**config.mk**
```make
export PLATFORM = sky130hd
export DESIGN_NAME = fibonacci_matrix_power
export DESIGN_NICKNAME = d
export VERILOG_FILES = /design/src/rtl/fmp_pkg.sv /design/src/rtl/fibonacci_matrix_power.sv
export SDC_FILE = /design/constraint.sdc
export NUM_CORES = 2
export LEC_CHECK = 0
export ABC_AREA = 1
export BUFFER_PORTS_ARGS = -buffer_cell sky130_fd_sc_hd__buf_2
export CELL_PAD_IN_SITES_DETAIL_PLACEMENT = 0
export CELL_PAD_IN_SITES_GLOBAL_PLACEMENT = 1
export CORE_MARGIN = 1
export CORE_UTILIZATION = 45
export DETAILED_ROUTE_END_ITERATION = 7
export GPL_TIMING_DRIVEN = 0
export PLACE_DENSITY = 0.76
export REMOVE_ABC_BUFFERS = 1
export SETUP_SLACK_MARGIN = 0.15
export SYNTH_ARGS = -nofsm -noshare
export SYNTH_HDL_FRONTEND = slang
export SYNTH_SLANG_ARGS = --single-unit
```
**constraint.sdc**
```tcl
create_clock -name clk -period 7.95 [get_ports clk]
set_clock_uncertainty 0.05 [all_clocks]
set_input_delay 1.59 -clock clk [delete_from_list [all_inputs] [get_ports clk]]
set_output_delay 1.59 -clock clk [all_outputs]
set_load 0.1 [all_outputs]
```
**src/rtl/fmp_pkg.sv**
```systemverilog
`timescale 1ns / 1ps
// Package for the Fibonacci matrix power block: control word types and the microcode table.
// It has no dependencies. The top level and the checker both import it.
package fmp_pkg;

	localparam int UPC_W = 2;

	typedef enum logic [1:0] {
		MUL_FF,
		MUL_GG,
		MUL_FX,
		MUL_NONE
	} mul_sel_t;

	typedef enum logic [1:0] {
		T_HOLD,
		T_LOAD,
		T_ADD,
		T_KEEP
	} t_op_t;

	typedef enum logic {
		JMP_SEQ,
		JMP_BIT
	} jump_t;

	typedef struct packed {
		mul_sel_t   mul_sel;
		t_op_t      t_op;
		logic       commit;
		jump_t      jump;
		logic [UPC_W-1:0] next_upc;
	} ucw_t;

	localparam logic [UPC_W-1:0] UPC_START = '0;

	// One pass of the program handles one exponent bit: a doubling step, then an
	// optional advance step folded into the commit word.
	function automatic ucw_t ucode_word(input logic [UPC_W-1:0] upc);
		ucw_t w;
		unique case (upc)
			2'd0: w = '{mul_sel: MUL_FF, t_op: T_HOLD, commit: 1'b0, jump: JMP_SEQ,
				next_upc: 2'd1};
			2'd1: w = '{mul_sel: MUL_GG, t_op: T_LOAD, commit: 1'b0, jump: JMP_SEQ,
				next_upc: 2'd2};
			2'd2: w = '{mul_sel: MUL_FX, t_op: T_ADD, commit: 1'b0, jump: JMP_SEQ,
				next_upc: 2'd3};
			default: w = '{mul_sel: MUL_NONE, t_op: T_HOLD, commit: 1'b1, jump: JMP_BIT,
				next_upc: UPC_START};
		endcase
		return w;
	endfunction

endpackage

```
**src/rtl/fibonacci_matrix_power.sv**
```systemverilog
`timescale 1ns / 1ps
// Top level of the Fibonacci matrix power block: microcode sequencer and its datapath.
// It depends on fmp_pkg for the control word types and the microcode table.
//
// The block takes an index n on the s_axis channel and returns F(n), reduced modulo
// 2^RESULT_BITS, on the m_axis channel, with F(0) = 0 and F(1) = 1.
// One item is worked on at a time: s_axis_tready is high whenever no item is in work.
// The accepting edge loads the exponent n-1. A four-step program then runs once for
// every one of the INDEX_BITS exponent bits, from the top bit down, and the result is
// shown once the pass for the lowest bit ends.
// The run time is set by the single shared multiplier, which the doubling step uses
// three times per bit, and by the fixed scan over all exponent bits.
// With a receiver that keeps up, a new item is accepted only once the last one's program ends.
// The result waits in an output register until taken. A new item may be accepted while
// it waits; if it is still not taken when the next result is ready, the program holds
// on its last step until m_axis_tready is high.
// Reset clears the sequencer and the output valid; an item in work or a result not yet taken is dropped.
module fibonacci_matrix_power
	import fmp_pkg::*;
#(
	parameter int INDEX_BITS  = 31,
	parameter int RESULT_BITS = 32
) (
	input  logic clk,
	input  logic arst_n,
	input  logic s_axis_tvalid,
	output logic s_axis_tready,
	// Bits from the lowest up: index, then zero padding.
	input  logic [((INDEX_BITS+7)/8)*8-1:0] s_axis_tdata,
	output logic m_axis_tvalid,
	input  logic m_axis_tready,
	// Bits from the lowest up: fib_value, then zero padding.
	output logic [((RESULT_BITS+7)/8)*8-1:0] m_axis_tdata
);

	localparam int CNT_W  = $clog2(INDEX_BITS);
	localparam int IN_W   = ((INDEX_BITS+7)/8)*8;
	localparam int OUT_W  = ((RESULT_BITS+7)/8)*8;

	logic                   busy_q;
	logic [UPC_W-1:0]       upc_q;
	logic [CNT_W-1:0]       cnt_q;
	logic [INDEX_BITS-1:0]  exp_q;
	logic                   zero_q;
	logic [RESULT_BITS-1:0] f_q;
	logic [RESULT_BITS-1:0] g_q;
	logic [RESULT_BITS-1:0] t_q;
	logic [RESULT_BITS-1:0] prod_q;
	logic                   out_valid_q;
	logic [RESULT_BITS-1:0] out_data_q;

	ucw_t                   ucw;
	logic [RESULT_BITS-1:0] mul_a;
	logic [RESULT_BITS-1:0] mul_b;
	logic [RESULT_BITS-1:0] mul_p;
	logic [RESULT_BITS-1:0] twice_g_minus_f;
	logic [RESULT_BITS-1:0] f_next;
	logic [RESULT_BITS-1:0] g_next;
	logic [INDEX_BITS-1:0]  index_in;
	logic                   in_accept;
	logic                   last_step;
	logic                   stall;
	logic                   step_en;

	assign ucw       = ucode_word(upc_q);
	assign index_in  = s_axis_tdata[INDEX_BITS-1:0];
	assign in_accept = s_axis_tvalid && s_axis_tready;
	assign last_step = (ucw.jump == JMP_BIT) && (cnt_q == '0);
	assign stall     = last_step && out_valid_q && !m_axis_tready;
	assign step_en   = busy_q && !stall;

	assign twice_g_minus_f = {g_q[RESULT_BITS-2:0], 1'b0} - f_q;

	always_comb begin
		unique case (ucw.mul_sel)
			MUL_FF: begin
				mul_a = f_q;
				mul_b = f_q;
			end
			MUL_GG: begin
				mul_a = g_q;
				mul_b = g_q;
			end
			MUL_FX: begin
				mul_a = f_q;
				mul_b = twice_g_minus_f;
			end
			default: begin
				mul_a = '0;
				mul_b = '0;
			end
		endcase
	end

	assign mul_p = RESULT_BITS'(mul_a * mul_b);

	always_comb begin
		if (exp_q[INDEX_BITS-1]) begin
			f_next = t_q;
			g_next = prod_q + t_q;
		end else begin
			f_next = prod_q;
			g_next = t_q;
		end
	end

	always_ff @(posedge clk or negedge arst_n) begin
		if (!arst_n) begin
			busy_q      <= 1'b0;
			upc_q       <= UPC_START;
			cnt_q       <= '0;
			out_valid_q <= 1'b0;
		end else begin
			if (m_axis_tvalid && m_axis_tready) begin
				out_valid_q <= 1'b0;
			end
			if (in_accept) begin
				busy_q <= 1'b1;
				upc_q  <= UPC_START;
				cnt_q  <= CNT_W'(INDEX_BITS - 1);
			end else if (step_en) begin
				if (ucw.jump == JMP_BIT) begin
					cnt_q <= cnt_q - 1'b1;
					if (cnt_q == '0) begin
						busy_q      <= 1'b0;
						out_valid_q <= 1'b1;
					end
				end
				upc_q <= ucw.next_upc;
			end
		end
	end

	always_ff @(posedge clk) begin
		if (in_accept) begin
			exp_q  <= index_in - 1'b1;
			zero_q <= (index_in == '0);
			f_q    <= '0;
			g_q    <= RESULT_BITS'(1);
		end else if (step_en) begin
			if (ucw.mul_sel != MUL_NONE) begin
				prod_q <= mul_p;
			end
			unique case (ucw.t_op)
				T_LOAD:  t_q <= prod_q;
				T_ADD:   t_q <= t_q + prod_q;
				default: t_q <= t_q;
			endcase
			if (ucw.commit) begin
				f_q   <= f_next;
				g_q   <= g_next;
				exp_q <= {exp_q[INDEX_BITS-2:0], 1'b0};
			end
			if (last_step) begin
				out_data_q <= zero_q ? '0 : g_next;
			end
		end
	end

	assign s_axis_tready = !busy_q;
	assign m_axis_tvalid = out_valid_q;
	assign m_axis_tdata  = OUT_W'(out_data_q);

	logic unused_pad;
	assign unused_pad = ^{1'b0, s_axis_tdata[IN_W-1:0]} & 1'b0;

endmodule

```
# [Yosys cells after proc, flatten, opt, wreduce, memory -nomap -nowiden]
# Index checks and enable logic that the tools add are counted.
[classes] n_addsub=4 multipliers=1 eq_ne=7 n_mux=23 n_bitwise=1 n_reduce_logical=26
[ops] cell="32-bit case mux with 2 select lines" n=2
[ops] cell="32-bit case mux with 3 select lines" n=1
[ops] cell="31-bit two-way mux" n=3
[ops] cell="32-bit two-way mux" n=2
[ops] cell="32-bit adder" n=1
[ops] cell="32-bit by 32-bit multiplier with 32-bit output" n=1
[ops] cell="32-bit subtractor" n=1
[ops] cell="31-bit zero test" n=1
[ops] cell="31-bit by 1-bit subtractor with 31-bit output, second input constant" n=1
[ops] cell="8-bit case mux with 3 select lines" n=1
[ops] cell="5-bit two-way mux" n=3
[ops] cell="3-bit AND reduction" n=4
[ops] cell="2-bit nonzero test" n=5
[ops] cell="1-bit two-way mux" n=9
[ops] cell="2-bit by 1-bit == test with 1-bit output, second input constant" n=3
[ops] cell="2-bit == test, second input constant" n=3
[ops] cell="1-bit logical AND" n=6
[ops] cell="2-bit AND reduction" n=3
[ops] cell="5-bit zero test" n=1
[ops] cell="5-bit by 1-bit subtractor with 5-bit output, second input constant" n=1
[ops] cell="2-bit zero test" n=2
[ops] cell="2-bit two-way mux" n=2
[ops] cell="1-bit zero test" n=3
[ops] cell="2-bit != test, second input constant" n=1
[ops] cell="other kinds (2)" n=2
[word_totals] regBits=201 input_bits=36 out_inout_bits=34

# [Depth between registers and ports, before layout]
[logic_depth] depth_word=9 ltp_mapped=45 depth_no_buf=43

# [Worst setup path before layout]
# Ideal clock, no wire load.
[synth_timing] path_type="reg2reg" start="register upc_q[0]" end="register prod_q[29] (data pin)" t_arrival_ps=7620 t_required_ps=7641 path_slack_ps=22 stages_incl_launch_ff=35 path_buffers=4 period_less_slack_ps=7928 path_cell_list="dfrtp_1 buf_2 inv_1 ha_1 inv_2 buf_2 clkbuf_1 o211ai_1 clkbuf_1 nand2_1 fa_1 inv_1 fa_1 fa_1 inv_1 fa_1 inv_1 fa_1 inv_1 fa_1 inv_1 fa_1 fa_1 ha_1 a21oi_1 o21ai_0 a21oi_1 o21ai_1 a21oi_1 o21ai_1 nand2_1 nand2_1 nand3_1 nand2_1 xor2_1"
[synth_via] elab_chain_cells=6 word_cells_on_any_way=11 classes_between="mul (1); eq/ne (4); mux (3); reduce/logical (3)"
[synth_rtl] item="start: declaration" line="fibonacci_matrix_power.sv:41" source="logic [UPC_W-1:0] upc_q;"
[synth_rtl] item="start signal: assignment" line="fibonacci_matrix_power.sv:129" source="upc_q <= ucw.next_upc;"
[synth_rtl] item="2-bit == test, or another cell as far along" line="fmp_pkg.sv:41" source="unique case (upc)"
[synth_rtl] item="8-bit case mux with 3 select lines (*)" line="fmp_pkg.sv:41"
[synth_rtl] item="2-bit == test / 2-bit zero test (equally long branches)" line="fibonacci_matrix_power.sv:75" source="unique case (ucw.mul_sel)"
[synth_rtl] item="2-bit OR reduction (no line)"
[synth_rtl] item="32-bit case mux with 2 select lines" line="fibonacci_matrix_power.sv:75"
[synth_rtl] item="32-bit by 32-bit multiplier with 32-bit output (*)" line="fibonacci_matrix_power.sv:95" source="assign mul_p = RESULT_BITS'(mul_a * mul_b);"
[synth_rtl] item="net mul_p[29]" line="fibonacci_matrix_power.sv:55" source="logic [RESULT_BITS-1:0] mul_p;"
[synth_rtl] item="end signal: assignment" line="fibonacci_matrix_power.sv:142" source="prod_q <= mul_p;"
[synth_rtl] item="end: declaration" line="fibonacci_matrix_power.sv:48" source="logic [RESULT_BITS-1:0] prod_q;"
# Mark *: on every way through the listed nets, which the timed path passes. The rest lies on a longest branch.
# A chain may end at the register's enable or synchronous reset.

# [Worst setup path in the final report]
[layout_timing] start="register f_q[6]" end="register prod_q[31] (data pin)"
[layout_via] elab_chain_cells=3 word_cells_on_any_way=4 classes_between="add/sub (1); mul (1); mux (2)"
[layout_rtl] item="start: declaration" line="fibonacci_matrix_power.sv:45" source="logic [RESULT_BITS-1:0] f_q;"
[layout_rtl] item="start signal: assignment" line="fibonacci_matrix_power.sv:150" source="f_q <= f_next;"
[layout_rtl] item="32-bit subtractor" line="fibonacci_matrix_power.sv:72" source="assign twice_g_minus_f = {g_q[RESULT_BITS-2:0], 1'b0} - f_q;"
[layout_rtl] item="32-bit case mux with 3 select lines" line="fibonacci_matrix_power.sv:75"
[layout_rtl] item="32-bit by 32-bit multiplier with 32-bit output (*)" line="fibonacci_matrix_power.sv:95"
[layout_rtl] item="net mul_p[31]" line="fibonacci_matrix_power.sv:55"
# Marked as above.

==> key figures <==
Placed design
  • I/O Buffers: just under 70
  • Placed inst area: ~30000 µm²
  • Placed cells: 4588
  • Final HPWL DP: 76500 µm
  • Pre-CTS setup slack: -3.59 ns
  • GPL Wtd Cong: 0.975

Detailed routing
  • Antenna Nets Post-Route: 0
  • Wire length per cell: 21.6 µm
  • Avg Vias per Cell: around 5.4
  • DRT Pass-1 Iters: 8
  • Post-route DRC: 3
  • Routed wire length: roughly 110000 µm
  • Vias: 26288
  • First-iteration detailed-routing DRC count: 2737

Timing
  • F_max: 119 MHz
  • Final Setup Violations: 3
  • Final hold violation count: 0
  • Fin crit period: 8.40 ns
  • RSZ-0062 raised after global routing: true
  • Pins Over Slew Limit: 0
  • Period utilization: 1.06
  • Slew @ Worst Pin: 1.22 ns
  • Worst Setup Slack, final: -0.446 ns
  • Slew Limit Headroom: 0.186

Clocking
  • Maximum clock insertion buffer count: 3
  • Total clock sinks: 201
  • Clock Latency Late Sink: 0.53 ns
  • Root Buffer: clkbuf_16
  • CTS H-tree depth: 1
  • CTS tree: yes
  • Register clock-pin slew on the reported worst setup and hold paths: 0.07 ns
  • Num CTS Buffers: 20

Finish
  • Most frequent cells in the layout: 871 x nand2_1, 672 x inv_1, 391 x fa_1, 309 x nor2_1, 209 x o21ai_0
  • Fin area: roughly 35000 µm²
  • Fin cells: 4869
  • Commonest non-fill, non-tap cell in the layout: nand2_1
  • Number of diodes: 0
  • Layout cells sized above 1: 0.213
  • Fin nets: ~4600
  • Area growth syn-to-layout: 22.6%
  • Final core occ: 0.560

Setup path
  • Crit-path max FO: 8
  • Critical-path top delay cell: fa_2
  • WS Path Type: register to register
  • Buf/Inv on CP: 10
  • CP max stage delay: about 0.65 ns
  • Worst setup SP type: register
  • CP Capture Type: register
  • Required time of the critical path: between 8 and 9 ns
  • Most common cell on crit path: fa_1
  • Cell family with most CP delay: adder cells
  • Data arrival, critical path: 8.60 ns

Status
  • Violated checks: DRC, setup timing
  • Status: finished, violations left

Floorplanning
  • Die area: 65300 µm²
  • Die Y: approximately 260 µm
  • Initial Util: 0.457
  • IO Count: 70
  • Core area: approximately 63000 µm²
  • FP Rows: 92
  • Die X: 256 µm

GRT
  • Vias in the first global route: between 20000 and 30000
  • First-pass GRT wire length: 159000 µm
  • GRT Util Overall: 0.322
  • Largest net degree at the start of global routing: 71
  • Initial antenna violation count: 4
  • Total congestion overflow: 0

Logic synthesis
  • Syn. warnings: 0
  • Predominant post-synthesis flop cell: edfxtp_1
  • Avg Cell Area, Syn: roughly 7.7 µm²
  • #FFs+latches synth: ~200
  • Yosys cell types: 57
  • Synth Instances: 3779
  • Post-synth ARST share: 0.0448
  • Mapped Area: 28900 µm²
  • Post-synth EDFFs: 128
  • Register area share after synthesis: 0.185

Flow run
  • Max cap viols: 0

Worst hold path
  • HP Class: register to register
[synthesized netlist by cell type (all sizes together) (10+ instances only)]
library cell / n / area (µm²)
nor3: 19 / 115
nand3: 125 / 656
edfxtp: 128 / 3840
clkbuf: 96 / 360
o21bai: 10 / 75.1
ha: 193 / 2410
o21ai: 241 / 1220
a21oi: 107 / 577
nand2: 1011 / 3840
fa: 410 / 8210
inv: 756 / 2840
xor2: 47 / 412
buf: 22 / 113
xnor2: 43 / 377
nand4: 20 / 125
nor2: 354 / 1350
a31oi: 44 / 275
nand3b: 20 / 154
dfxtp: 64 / 1280
[layout make-up]
| cell class | count | area [µm²] |
|---|---|---|
| fill | 5939 | 27900 |
| multi-input combinational | 2702 | 22400 |
| sequential | 201 | 5430 |
| inverter | 762 | 3030 |
| timing repair buffer | 319 | 2830 |
| tap | 846 | 1060 |
| clock buffer | 30 | 601 |
| clock inverter | 6 | 46.3 |
| timing repair inverter | 3 | 22.5 |
[layer usage]
layer | GRT usage | vias up | wire [µm]
met5 | 0 | - | 37
met4 | 0.147 | 6 | 6240
met3 | 0.0604 | 261 | 10500
met2 | 0.479 | 1170 | 44200
met1 | 0.455 | 12785 | 44200
li1 | - | 12066 | -
[per-stage QoR]
stage               TNS (ns)  hold slack [ns]
floorplan              -2.83            0.378
global placement     -211.21            0.439
detailed placement    -44.45            0.438
CTS                   -0.394            0.447
global route           -1.75            0.478
finish                -0.533            0.457
[final timing paths]
check / to / slack (ns) / startpoint / cells after the start
min in group asynchronous: m_axis_tvalid / 0.87 / arst_n / 1
worst min-delay path: exp_q[22] / 0.46 / exp_q[21] / 2
max in group asynchronous: upc_q[0] / 6.77 / arst_n / 1
worst min register to register: exp_q[22] / 0.46 / exp_q[21] / 2
worst max register to register: prod_q[31] / -0.45 / f_q[6] / 37
worst max-delay path: prod_q[31] / -0.45 / f_q[6] / 37
[flip-flops by register name (all words and copies together), names as in the netlist]
signal and cells:
busy_q 1, cnt_q 5, exp_q 31, f_q 32, g_q 32, m_axis_tdata 32, m_axis_tvalid 1, prod_q 32
t_q 32, upc_q 2, zero_q 1
[kinds of logic after synthesis]
kind of cell | after synthesis | synth area share
compound gates | 438 | 0.0845
xor+xnor | 90 | 0.0273
fa+ha+maj | 603 | 0.367
buf+inv | 880 | 0.115
flops | 201 | 0.185
mux | 3 | 0.00104
simple gates | 1564 | 0.220
[timing repair]
| item | in CTS | in global routing |
|---|---|---|
| hold buffers | 0 | 0 |
| setup endpoints to repair | 24 | 14 |
| buffers inserted | 200 | 36 |
| resized for setup | 550 | 116 |
| pin swaps | 170 | 116 |
| cloned | 8 | 1 |
[worst min-delay path, stage by stage (launching register included)]
cell      delay (ns)
edfxtp_1        0.32
nand2_1         0.05
nand2_1         0.05
Power is not shown: default switching activity piles up to over one toggle a cycle in this logic, so the estimate is an artifact.
